==> src/rtl/mars_pkg.sv <==
// Package of the motion-aware region split: sizes, register indexes, controller
// states and the command and status bundles between controller and datapath.
// Depends on nothing.
package mars_pkg;

   localparam int MaxVertices    = 64;
   localparam int MaxRegions     = 8;
   localparam int CoordBits      = 32;
   localparam int DefaultRegions = 4;
   localparam int ScoreBits      = 48;
   localparam int VIdxBits       = $clog2(MaxVertices);
   localparam int CountBits      = 7;
   localparam int RegionBits     = 4;
   localparam int SquareBits     = 2 * CoordBits;
   localparam int RootBits       = CoordBits;
   localparam int CsrDataBits    = 7;

   typedef enum logic [0:0] {
      CSR_VERTEX_COUNT      = 1'b0,
      CSR_REQUESTED_REGIONS = 1'b1
   } csr_index_type;

   typedef enum logic [4:0] {
      ST_IDLE,
      ST_DISP,
      ST_DIFF,
      ST_SQX,
      ST_SQY,
      ST_ROOT_GO,
      ST_ROOT,
      ST_SCORE,
      ST_FINISH,
      ST_MAXS,
      ST_DECIDE,
      ST_DIV,
      ST_EVEN,
      ST_SELS,
      ST_TAKE,
      ST_SEL_CHK,
      ST_SCAN,
      ST_CLEAR
   } state_type;

   typedef struct packed {
      logic item_load;
      logic disp_calc;
      logic diff_calc;
      logic sq_x;
      logic sq_y;
      logic root_start;
      logic score_write;
      logic finish;
      logic sweep_start;
      logic sweep_run;
      logic sweep_sel;
      logic take_best;
      logic div_start;
      logic div_step;
      logic even_step;
      logic scan_init;
      logic scan_step;
      logic clear_set;
   } dp_cmd_type;

   typedef struct packed {
      logic item_active;
      logic item_first;
      logic vertex_zero;
      logic root_busy;
      logic end_set;
      logic sweep_done;
      logic even_case;
      logic div_done;
      logic even_last;
      logic sel_done;
      logic scan_done;
      logic out_free;
   } dp_status_type;

   // Saturate a value one bit wider than a coordinate to the coordinate range.
   function automatic logic [CoordBits-1:0] sat_coord(input logic [CoordBits:0] v);
      logic [CoordBits-1:0] r;
      if (v[CoordBits] != v[CoordBits-1]) begin
         r = {v[CoordBits], {(CoordBits-1){~v[CoordBits]}}};
      end else begin
         r = v[CoordBits-1:0];
      end
      return r;
   endfunction

endpackage

==> src/rtl/mars_ctrl.sv <==
// Controller of the region split: sequences one input beat through the
// datapath and runs the region selection and emission at the end of a set.
// Depends on mars_pkg.
module mars_ctrl (
   input  logic                    clock,
   input  logic                    reset,
   input  logic                    req_valid,
   output logic                    req_ready,
   input  mars_pkg::dp_status_type status,
   output mars_pkg::dp_cmd_type    cmd
);
   import mars_pkg::*;

   state_type state_ff, state_in;

   always_ff @(posedge clock) begin
      if (reset) begin
         state_ff <= ST_IDLE;
      end else begin
         state_ff <= state_in;
      end
   end

   always_comb begin
      state_in = state_ff;
      unique case (state_ff)
         ST_IDLE: begin
            if (req_valid) begin
               state_in = (status.item_active && !status.item_first) ? ST_DISP : ST_FINISH;
            end
         end
         ST_DISP:    state_in = ST_DIFF;
         ST_DIFF:    state_in = status.vertex_zero ? ST_FINISH : ST_SQX;
         ST_SQX:     state_in = ST_SQY;
         ST_SQY:     state_in = ST_ROOT_GO;
         ST_ROOT_GO: state_in = ST_ROOT;
         ST_ROOT:    state_in = status.root_busy ? ST_ROOT : ST_SCORE;
         ST_SCORE:   state_in = ST_FINISH;
         ST_FINISH:  state_in = status.end_set ? ST_MAXS : ST_IDLE;
         ST_MAXS:    state_in = status.sweep_done ? ST_DECIDE : ST_MAXS;
         ST_DECIDE:  state_in = status.even_case ? ST_DIV : ST_SELS;
         ST_DIV:     state_in = status.div_done ? ST_EVEN : ST_DIV;
         ST_EVEN: begin
            if (status.out_free && status.even_last) begin
               state_in = ST_CLEAR;
            end
         end
         ST_SELS:    state_in = status.sweep_done ? ST_TAKE : ST_SELS;
         ST_TAKE:    state_in = ST_SEL_CHK;
         ST_SEL_CHK: state_in = status.sel_done ? ST_SCAN : ST_SELS;
         ST_SCAN:    state_in = status.scan_done ? ST_CLEAR : ST_SCAN;
         ST_CLEAR:   state_in = ST_IDLE;
         default:    state_in = ST_IDLE;
      endcase
   end

   always_comb begin
      cmd       = '0;
      req_ready = 1'b0;
      unique case (state_ff)
         ST_IDLE: begin
            req_ready     = 1'b1;
            cmd.item_load = req_valid;
         end
         ST_DISP:    cmd.disp_calc = 1'b1;
         ST_DIFF:    cmd.diff_calc = 1'b1;
         ST_SQX:     cmd.sq_x = 1'b1;
         ST_SQY:     cmd.sq_y = 1'b1;
         ST_ROOT_GO: cmd.root_start = 1'b1;
         ST_ROOT:    ;
         ST_SCORE:   cmd.score_write = 1'b1;
         ST_FINISH: begin
            cmd.finish      = 1'b1;
            cmd.sweep_start = status.end_set;
         end
         ST_MAXS:    cmd.sweep_run = 1'b1;
         ST_DECIDE: begin
            cmd.div_start   = status.even_case;
            cmd.sweep_start = ~status.even_case;
            cmd.sweep_sel   = ~status.even_case;
         end
         ST_DIV:     cmd.div_step = 1'b1;
         ST_EVEN:    cmd.even_step = 1'b1;
         ST_SELS: begin
            cmd.sweep_run = 1'b1;
            cmd.sweep_sel = 1'b1;
         end
         ST_TAKE:    cmd.take_best = 1'b1;
         ST_SEL_CHK: begin
            cmd.scan_init   = status.sel_done;
            cmd.sweep_start = ~status.sel_done;
            cmd.sweep_sel   = ~status.sel_done;
         end
         ST_SCAN:    cmd.scan_step = 1'b1;
         ST_CLEAR:   cmd.clear_set = 1'b1;
         default:    ;
      endcase
   end

endmodule

==> config.mk <==
export PLATFORM = sky130hd
export DESIGN_NAME = mars_ctrl
export DESIGN_NICKNAME = d
export VERILOG_FILES = /design/src/rtl/mars_pkg.sv /design/src/rtl/mars_ctrl.sv
export SDC_FILE = /design/constraint.sdc
export NUM_CORES = 1
export LEC_CHECK = 0
export BUFFER_PORTS_ARGS = -buffer_cell sky130_fd_sc_hd__buf_2
export CAP_MARGIN = 20
export CORE_MARGIN = 4
export CORE_UTILIZATION = 40
export CTS_CLUSTER_SIZE = 28
export DETAILED_ROUTE_END_ITERATION = 7
export PLACE_DENSITY = 0.79
export SLEW_MARGIN = 25
export SYNTH_ARGS = -nofsm -noshare
export SYNTH_HDL_FRONTEND = slang
export SYNTH_SLANG_ARGS = --single-unit
==> constraint.sdc <==
create_clock -name clock -period 1.5 [get_ports clock]
set_input_delay 0.3 -clock clock [delete_from_list [all_inputs] [get_ports clock]]
set_output_delay 0.3 -clock clock [all_outputs]
set_load 0.02 [all_outputs]
## Yosys cells after proc, flatten, opt, wreduce, memory -nomap -nowiden

Cells that the tools add are included.

- Bits in registers: 5
- Input bits: 15
- Memories: 0
- Latch bits: 0
- Memory bits (read-only): 0
- Memory bits (writable): 0

- Reductions and logical operators: 6
- Bitwise operators: 2
- Divide/modulo/power cells: 0
- Magnitude comparators: 0
- Equality and inequality tests: 19
- Add/subtract/negate cells: 0
- Shifts and indexed selects: 0
- Multiply operators: 0
- Mux-type cells: 32

Operator list:

| operator | number |
|---|---|
| 5-bit one-hot mux with 17 select lines | 1 |
| 5-bit by 4-bit equality test with 1-bit output (second input constant) | 8 |
| 5-bit by 3-bit equality test with 1-bit output (second input constant) | 4 |
| 1-bit 2-to-1 mux | 19 |
| 5-bit 2-to-1 mux | 3 |
| 4-bit 2-to-1 mux | 3 |
| 5-bit by 2-bit equality test with 1-bit output (second input constant) | 2 |
| 5-bit equality test (second input constant) | 2 |
| 3-bit 2-to-1 mux | 2 |
| 1-bit one-hot mux with 3 select lines | 2 |
| 5-bit by 1-bit equality test with 1-bit output (second input constant) | 1 |
| 5-bit zero test | 1 |
| 2-bit 2-to-1 mux | 2 |
| 2-bit inequality test (second input constant) | 2 |
| 1-bit logical AND | 2 |
| 1-bit NOT | 2 |
| 2-bit AND reduction | 1 |
| 2-bit OR reduction | 1 |
| 1-bit zero test | 1 |

## Depth between registers and ports, before layout

Gate-level depths: netlist of the first run.

- Depth after elaboration: 5
- Mapped depth: 6

## Worst setup path before layout of the first run

OpenSTA, ideal clock, no wires.

- Kind: register to output
- Start: register state_ff[2]
- End: output cmd[17] (netlist bit)
- Arrival: 1520 ps
- Data required time: 1200 ps
- Path slack: -320 ps
- Stages on the path, launching flop included: 5
- Path through: dfxtp_1 > buf_2 > or3_1 > nor3_2 > and2_1

RTL lines:

| what | line | text |
|---|---|---|
| start: declaration | mars_ctrl.sv:14 | `state_type state_ff, state_in;` |
| start signal: assignment | mars_ctrl.sv:20 | `state_ff <= state_in;` |
| end: declaration | mars_ctrl.sv:10 | `output mars_pkg::dp_cmd_type cmd` |

==> flow_summary.ini, run 1 <==
[run_status]
outcome = finished, violations left
violations = setup timing

[die]
num_io_pins = 34
start_util_pct = 42.9
core_area_sq_um = 1540
die_area_sq_um = 2370
chipHeight_um = 48.6
die_x_um = 48.6
rows = 14

[cts]
cts_buffer_depth = 2
cts-root-buf = clkbuf_4
hold_buffers = 0
clk_pin_slew_ps = 60
htreeDepth = 1
clk_latency_ps = 250
clock_sinks = 5
cts_made_buffers = 3
cts_tree = yes

[sta]
hold_violations = 0
final-setup-viol-count = 23
relSlewSlack_pct = 75.3
rsz0062_at_grt = yes
finalSetupTns_ps = -5140
tightest_slew_ps = 367
worst_slack_ps = -439
fmax_ghz = 0.516
drv_slew = 0
fin_crit_sh_pct = 129
fin_worst_skew_ps = 12.8
post-route-min-period_ps = 1940
holdWs_ps = 268

[logic_synthesis]
synth_top_area_share_pct = 15.2
ys_warn_count = 0
netlist_instances = 95
synth-seq-cells = 5
netlist_area_sq_um = 661
synthFlopType = dfxtp_1
yosysMostFrequentCell = nor2_1
ys_top_cells_by_area = dfxtp_1 15%, nor2_1 8.0%, a21o_1 5.7%, nand2_1 5.7%, nor2b_1 5.7%
yosys.area.top_type = dfxtp_1
synth_async_sr_flop_share_pct = 0
ys_seq_area_share_pct = 15.2
syn_avg_cell_area_sq_um = 6.95
synth_common_cells = 14 x nor2_1, 10 x nand2_1, 6 x nor2b_1
synth-edff-count = 0
syn_nets = 110
synth.distinct_cells = 35

[final_layout]
regMostFlops = state_ff
syn2layout_area_growth_pct = 115
fin_util_pct = 92.0
largest_reg_flops = 5
fin_area_sq_um = 1420
stdcell_count = 176
reg.largest.list = state_ff x5
fin_nets = 176
antenna_cells = 0
drive_gt1_share_pct = 71.3

[placement]
placed_area_sq_um = 957
gp_congestion = 0.868
hpwl_mm = 1.82
dp.cells = 152
io_buffers = 33
preCtsSetupSlack_ps = -2.59

[power_and_ir_drop]
p_per_area_nw_per_um2 = 943
p_total_mw = 1.34
pwr-share-clk_pct = 12.8
pwr-share-comb_pct = 73.4
ir_drop_mv = 0.653
sw_frac_of_total_pct = 44.5
seq_power_share_pct = 13.8
p_sw_uw = 595
internal-power_uw = 742
leakagePower_nw = 0.627

[global_routing]
grt_pass1_vias = 1138
antenna_found_initial = 0
grtUsageTotal_pct = 31.8
grt_max_degree = 12
overflow = 0
grt_pass1_wl_mm = 5.97

[worst_setup_path]
cp_num_buf_inv = 1
cp_cell_sequence = or3b_4 > nor3_4 > nand2_1 > nand2_2 > buf_6
path_class = flop to primary output
worst_path_max_delay_cell = or3b_4
worst_setup_path_end_kind = primary output
crit_family = simple AND/OR/NAND/NOR gates
crit_path_max_incr_delay_ps = 430
cp_data_required_time_ps = 1200
worst_ep_arrival_time_ps = 1640
critPathMaxFanout = 4
cp.depth = 5
setup.worst_path.start_class = flop
r2r_cells = 5

[routing]
drc = 0
vias = 1202
final_antenna_net_count = 0
vias_per_cell = 6.83
first_pass_iters = 5
routedWlPerCell_um = 24.9
routed_wl_mm = 4.39
first_iter_violations = 120

[job]
cap_violations = 0

[min_path]
worstHoldPathCells = 2
worstHoldPathType = input port to flop
cell families (layout without fill, tap and decap cells):
| logic type | count (synthesis) | in the layout | share of synthesized area [%] |
|---|---|---|---|
| compound gates | 25 | 25 | 29.0 |
| flops | 5 | 5 | 15.2 |
| simple gates | 57 | 57 | 48.3 |
| mux | 1 | 1 | 1.52 |
| buf+inv | 7 | 72 | 6.06 |
per-layer routing:
layer	GRT usage (%)	vias to the layer above	wire, um
met4	19.7	0	446
met2	49.6	139	1950
met5	0	-	0
li1	-	472	-
met3	7.98	49	539
met1	38.7	542	1460
cell usage in the layout, fill, tap and decap left out, types with 3 or more instances in the layout:
cell,count
nand3_1,3
nor2_4,9
nor2b_2,3
buf_4,30
clkbuf_4,3
nor2_2,3
dfxtp_2,4
nand3b_1,3
buf_2,14
nand2b_1,4
o21ai_0,3
buf_6,24
nand2_1,8
a21o_1,5
nor2b_1,3
path summary, 6_finish.rpt:
| path | startpoint | endpoint | slack [ps] |
|---|---|---|---|
| setup / recovery | state_ff[3] | cmd[9] | -440 |
| hold / removal | reset | state_ff[2] | 270 |
| setup reg to reg | state_ff[3] | state_ff[0] | -190 |
| hold reg to reg | state_ff[4] | state_ff[2] | 900 |
worst register-to-register path: stages, from the launching register on:
cell and delay (ps):
dfxtp_2 370, or3b_4 430, buf_4 150, buf_4 140, a211o_4 300, o311a_1 170
power groups by stage:
| stage | Combinational, mW | Sequential [mW] | Clock, mW |
|---|---|---|---|
| detailed placement | 0.557 | 0.172 | 0 |
| CTS | 0.801 | 0.174 | 0.160 |
| finish | 0.981 | 0.184 | 0.172 |
| floorplan | 0.401 | 0.174 | 0 |
| global placement | 0.547 | 0.169 | 0 |
| global route | 1.02 | 0.182 | 0.176 |
final cells by class:
type	count	area (sq um)
Timing Repair Buffer	68	566
Sequential cell	5	109
Clock buffer	4	26.3
Tap cell	16	20.0
Fill cell	63	123
Multi-Input combinational cell	83	698
timing repair:
action | CTS | global route
endpoints found under the hold margin | 0 | 0
resized for setup | 61 | 23
endpoints found under the setup margin | 20 | 23
pin swaps | 19 | 15
buffers inserted | 16 | 6
(Power assumes the default switching activity.)
==> run 2, diff against run 1 <==
Settings changed: CORE_UTILIZATION 40 to 47, PLACE_DENSITY 0.79 to 0.86.
Clock period 1.5 ns to 2.5 ns, I/O delays scaled along.
==> flow_summary.ini, run 2 (synthesis gave the netlist of run 1 again) <==
[cts]
cts-root-buf = clkbuf_4
cts_buffer_depth = 2
clock_sinks = 5
clk_pin_slew_ps = 40
post-cts-setup-buffers = 0
post_cts_resized = 0
hold_buffers = 0
clk_latency_ps = 240
htreeDepth = 1
cts_made_buffers = 3
cts_tree = yes

[power_and_ir_drop]
leakagePower_nw = 0.414
ir_drop_mv = 0.354
p_total_uw = 457
p_per_area_nw_per_um2 = 546

[worst_setup_path]
r2r_cells = 4
path_class = flop to primary output
setup.worst_path.start_class = flop
rr_endpoint = state_ff[0]
worst_path_max_delay_cell = dfxtp_1
worst_setup_path_end_kind = primary output
r2r-start = state_ff[1]
cp_cell_sequence = nor2b_1 > a21o_1 > nand3_1 > o21ai_0 > buf_2
critPathMaxFanout = 17
r2r_setup_slack_ps = 760
worst_ep_arrival_time_ps = 1770
crit_path_max_incr_delay_ps = 660
cp_data_required_time_ps = 2000

[final_layout]
largest_reg_flops = 5
syn2layout_area_growth_pct = 26.9
fin_nets = 142
antenna_cells = 0
layout_commonest_cell = buf_2
drive_gt1_share_pct = 34.1
final_cell_mix = 33 x buf_2, 14 x nor2_1, 10 x nand2_1
reg.largest.list = state_ff x5
fin_util_pct = 63.6
regMostFlops = state_ff
stdcell_count = 141

[placement]
preCtsSetupSlack_ps = 505
dp.cells = 137
gp_congestion = 0.863
io_buffers = 33
hpwl_mm = 1.39

[sta]
relSlewSlack_pct = 53.7
final-setup-viol-count = 0
tightest_slew_ps = 694
fmax_ghz = 0.441
drv_slew = 0
rsz0062_at_grt = no
hold_violations = 0
finalSetupTns_ps = 0
fin_crit_sh_pct = 90.8
post-route-min-period_ps = 2270
fin_worst_skew_ps = 3.79
worst_slack_ps = 230

[die]
core_area_sq_um = 1320
num_io_pins = 34
start_util_pct = 50.1
rows = 13
die_x_um = 45.5
die_area_sq_um = 2070
chipHeight_um = 45.5

[global_routing]
antenna_found_initial = 0
grtUsageTotal_pct = 19.0
overflow = 0
grt_pass1_vias = 691
grt_pass1_wl_mm = 2.98
grt_max_degree = 25

[min_path]
hp-start = reset
hold_end = state_ff[2]
worstHoldPathType = input port to flop
worstHoldPathCells = 2

[routing]
met2_length_um = 869
routedWlPerCell_um = 12.7
vias_per_cell = 5.69
top_layer = met4
routed_wl_mm = 1.79
drc = 0
met1Wirelength_um = 778
met3_length_um = 125
vias = 802
first_pass_iters = 4
final_antenna_net_count = 0
first_iter_violations = 25

[run_status]
outcome = finished clean

[job]
cap_violations = 0
[run 2: cell count changes in the layout (fill, tap and decap cells not counted), sizes merged]
cell  change
buf      -34
[run 2: metrics by stage]
step                      cell area (sq um)  hold slack (ps)
after floorplan                         661              572
after global placement                  812              712
after detailed placement                812              713
after CTS                               838              461
after global routing                    838              468
final                                   838              463
[run 2: layout make-up]
cell class                      count  area [sq um]
Sequential cell                     5           100
Multi-Input combinational cell     83           520
Fill cell                         121           479
Timing Repair Buffer               34           173
Tap cell                           15          18.8
Clock buffer                        4          26.3
[run 2: critical path, delay by kind of cell (launching register included)]
kind | cells | cell delay [ps]
flops | 1 | 660
simple gates | 2 | 390
compound gates | 2 | 290
buf+inv | 1 | 190
[run 2: worst max path at each step]
stage	start	end	slack, ps	cells after the start
2_1_floorplan	state_ff[2]	cmd[17]	480	4
3_3_place_gp	state_ff[0]	cmd[9]	530	5
3_5_place_dp	state_ff[0]	cmd[9]	500	5
4_1_cts	state_ff[0]	cmd[9]	240	5
5_1_grt	state_ff[0]	cmd[9]	120	5
6_report	state_ff[2]	cmd[7]	230	5
[run 2: routing by layer]
| layer | track usage (%) | vias up |
|---|---|---|
| met3 | 2.37 | 2 |
| met4 | 7.02 | 0 |
| met2 | 30.4 | 32 |
| li1 | - | 408 |
| met5 | 0 | - |
| met1 | 25.6 | 360 |
[run 2: where the power goes]
| group | leakage, nW | switching (mW) | internal [mW] |
|---|---|---|---|
| registers | 0.0407 | 0.0342 | 0.0904 |
| logic | 0.358 | 0.135 | 0.106 |
| clock network | 0.0150 | 0.0314 | 0.0602 |
| total | 0.414 | 0.201 | 0.257 |
==> run 3, diff against run 2 <==
Settings changed: MAX_ROUTING_LAYER from default to met4.
==> flow_summary.ini, run 3 (synthesis gave the netlist of run 1 again) <==
[run_status]
outcome = finished clean

[power_and_ir_drop]
p_sw_uw = 201
sw_frac_of_total_pct = 43.9
internal-power_uw = 257
p_per_area_nw_per_um2 = 546
pwr-share-comb_pct = 52.7
seq_power_share_pct = 27.3
leakagePower_nw = 0.414
pwr-share-clk_pct = 20.0
ir_drop_mv = 0.353

[worst_setup_path]
path_class = flop to primary output
cp_common_cell = nand2_1
r2r-start = state_ff[1]
r2r_cells = 4
cp.depth = 5
worst_path_max_delay_cell = dfxtp_1
setup.worst_path.start_class = flop
r2r_setup_slack_ps = 750
cp_cell_sequence = or3b_4 > nor3_2 > nand2_1 > nand2_1 > buf_2
cp_data_required_time_ps = 2000
cp_num_buf_inv = 1
rr_endpoint = state_ff[0]
crit_path_max_incr_delay_ps = 520
worst_setup_path_end_kind = primary output
crit_family = simple AND/OR/NAND/NOR gates
critPathMaxFanout = 24
worst_ep_arrival_time_ps = 1760

[routing]
routedWlPerCell_um = 12.8
routed_wl_mm = 1.80
final_antenna_net_count = 0
vias = 807
first_pass_iters = 4
vias_per_cell = 5.72
first_iter_violations = 20
drc = 0

[cts]
htreeDepth = 1
clk_latency_ps = 240
cts-root-buf = clkbuf_4
cts_made_buffers = 3
cts_tree = yes
clk_pin_slew_ps = 40
hold_buffers = 0
cts_buffer_depth = 2
post_cts_resized = 0
post-cts-setup-buffers = 0
clock_sinks = 5

[final_layout]
reg.largest.list = state_ff x5
drive_gt1_share_pct = 34.1
fin_nets = 142
largest_reg_flops = 5
stdcell_count = 141
regMostFlops = state_ff
final_cell_mix = 33 x buf_2, 14 x nor2_1, 10 x nand2_1
syn2layout_area_growth_pct = 26.9
layout_commonest_cell = buf_2
antenna_cells = 0

[global_routing]
grtUsageTotal_pct = 19.5
overflow = 0
grt_max_degree = 25
grt_pass1_vias = 694
antenna_found_initial = 0
grt_pass1_wl_mm = 2.98

[placement]
io_buffers = 33
hpwl_mm = 1.39
gp_congestion = 0.877
preCtsSetupSlack_ps = 505
dp.cells = 137

[job]
cap_violations = 0

[die]
num_io_pins = 34
start_util_pct = 50.1
rows = 13
core_area_sq_um = 1320
die_area_sq_um = 2070
chipHeight_um = 45.5
die_x_um = 45.5

[min_path]
worstHoldPathType = input port to flop
worstHoldPathCells = 2
hold_end = state_ff[2]
hp-start = reset

[sta]
drv_slew = 0
fmax_ghz = 0.442
rsz0062_at_grt = no
final-setup-viol-count = 0
fin_crit_sh_pct = 90.4
fin_worst_skew_ps = 3.79
worst_slack_ps = 239
finalSetupTns_ps = 0
relSlewSlack_pct = 53.5
hold_violations = 0
post-route-min-period_ps = 2260
tightest_slew_ps = 696
## run 3: cell counts in the layout (fill, tap and decap cells not counted)
Identical to the previous run, type by type.
## run 3: metrics by stage
| stage | util (%) | total power [mW] | instance area [sq um] | hold WS (ps) |
|---|---|---|---|---|
| final | 63.6 | 0.458 | 838 | 463 |
| after global routing | 63.6 | 0.497 | 838 | 468 |
| after CTS | 63.6 | 0.463 | 838 | 461 |
| after detailed placement | 61.6 | 0.366 | 812 | 713 |
| after global placement | 61.6 | 0.361 | 812 | 712 |
| after floorplan | - | 0.308 | 661 | 572 |
## run 3: final cells by class
class,instances,area (sq um)
Fill cell,121,479
Clock buffer,4,26.3
Sequential cell,5,100
Timing Repair Buffer,34,173
Tap cell,15,18.8
Multi-Input combinational cell,83,520
## run 3: metal layers
| metal | routed length [um] | track usage [%] |
|---|---|---|
| met5 | 0 | - |
| met4 | 17 | 7.02 |
| met3 | 150 | 2.37 |
| met2 | 854 | 30.4 |
| met1 | 778 | 25.6 |
## run 3: power groups by stage
| stage | Combinational (mW) | Sequential (mW) | Clock (mW) |
|---|---|---|---|
| after floorplan | 0.206 | 0.101 | 0 |
| final | 0.241 | 0.125 | 0.0917 |
| after CTS | 0.243 | 0.124 | 0.0961 |
| after global routing | 0.266 | 0.127 | 0.103 |
| after detailed placement | 0.242 | 0.124 | 0 |
| after global placement | 0.237 | 0.123 | 0 |
## run 3: how the worst max path moves through the flow
| stage | startpoint | endpoint | slack, ps |
|---|---|---|---|
| after floorplan | state_ff[2] | cmd[17] | 480 |
| after global placement | state_ff[0] | cmd[9] | 530 |
| after detailed placement | state_ff[0] | cmd[9] | 500 |
| after CTS | state_ff[0] | cmd[9] | 240 |
| after global routing | state_ff[0] | cmd[9] | 130 |
| final | state_ff[0] | cmd[9] | 240 |
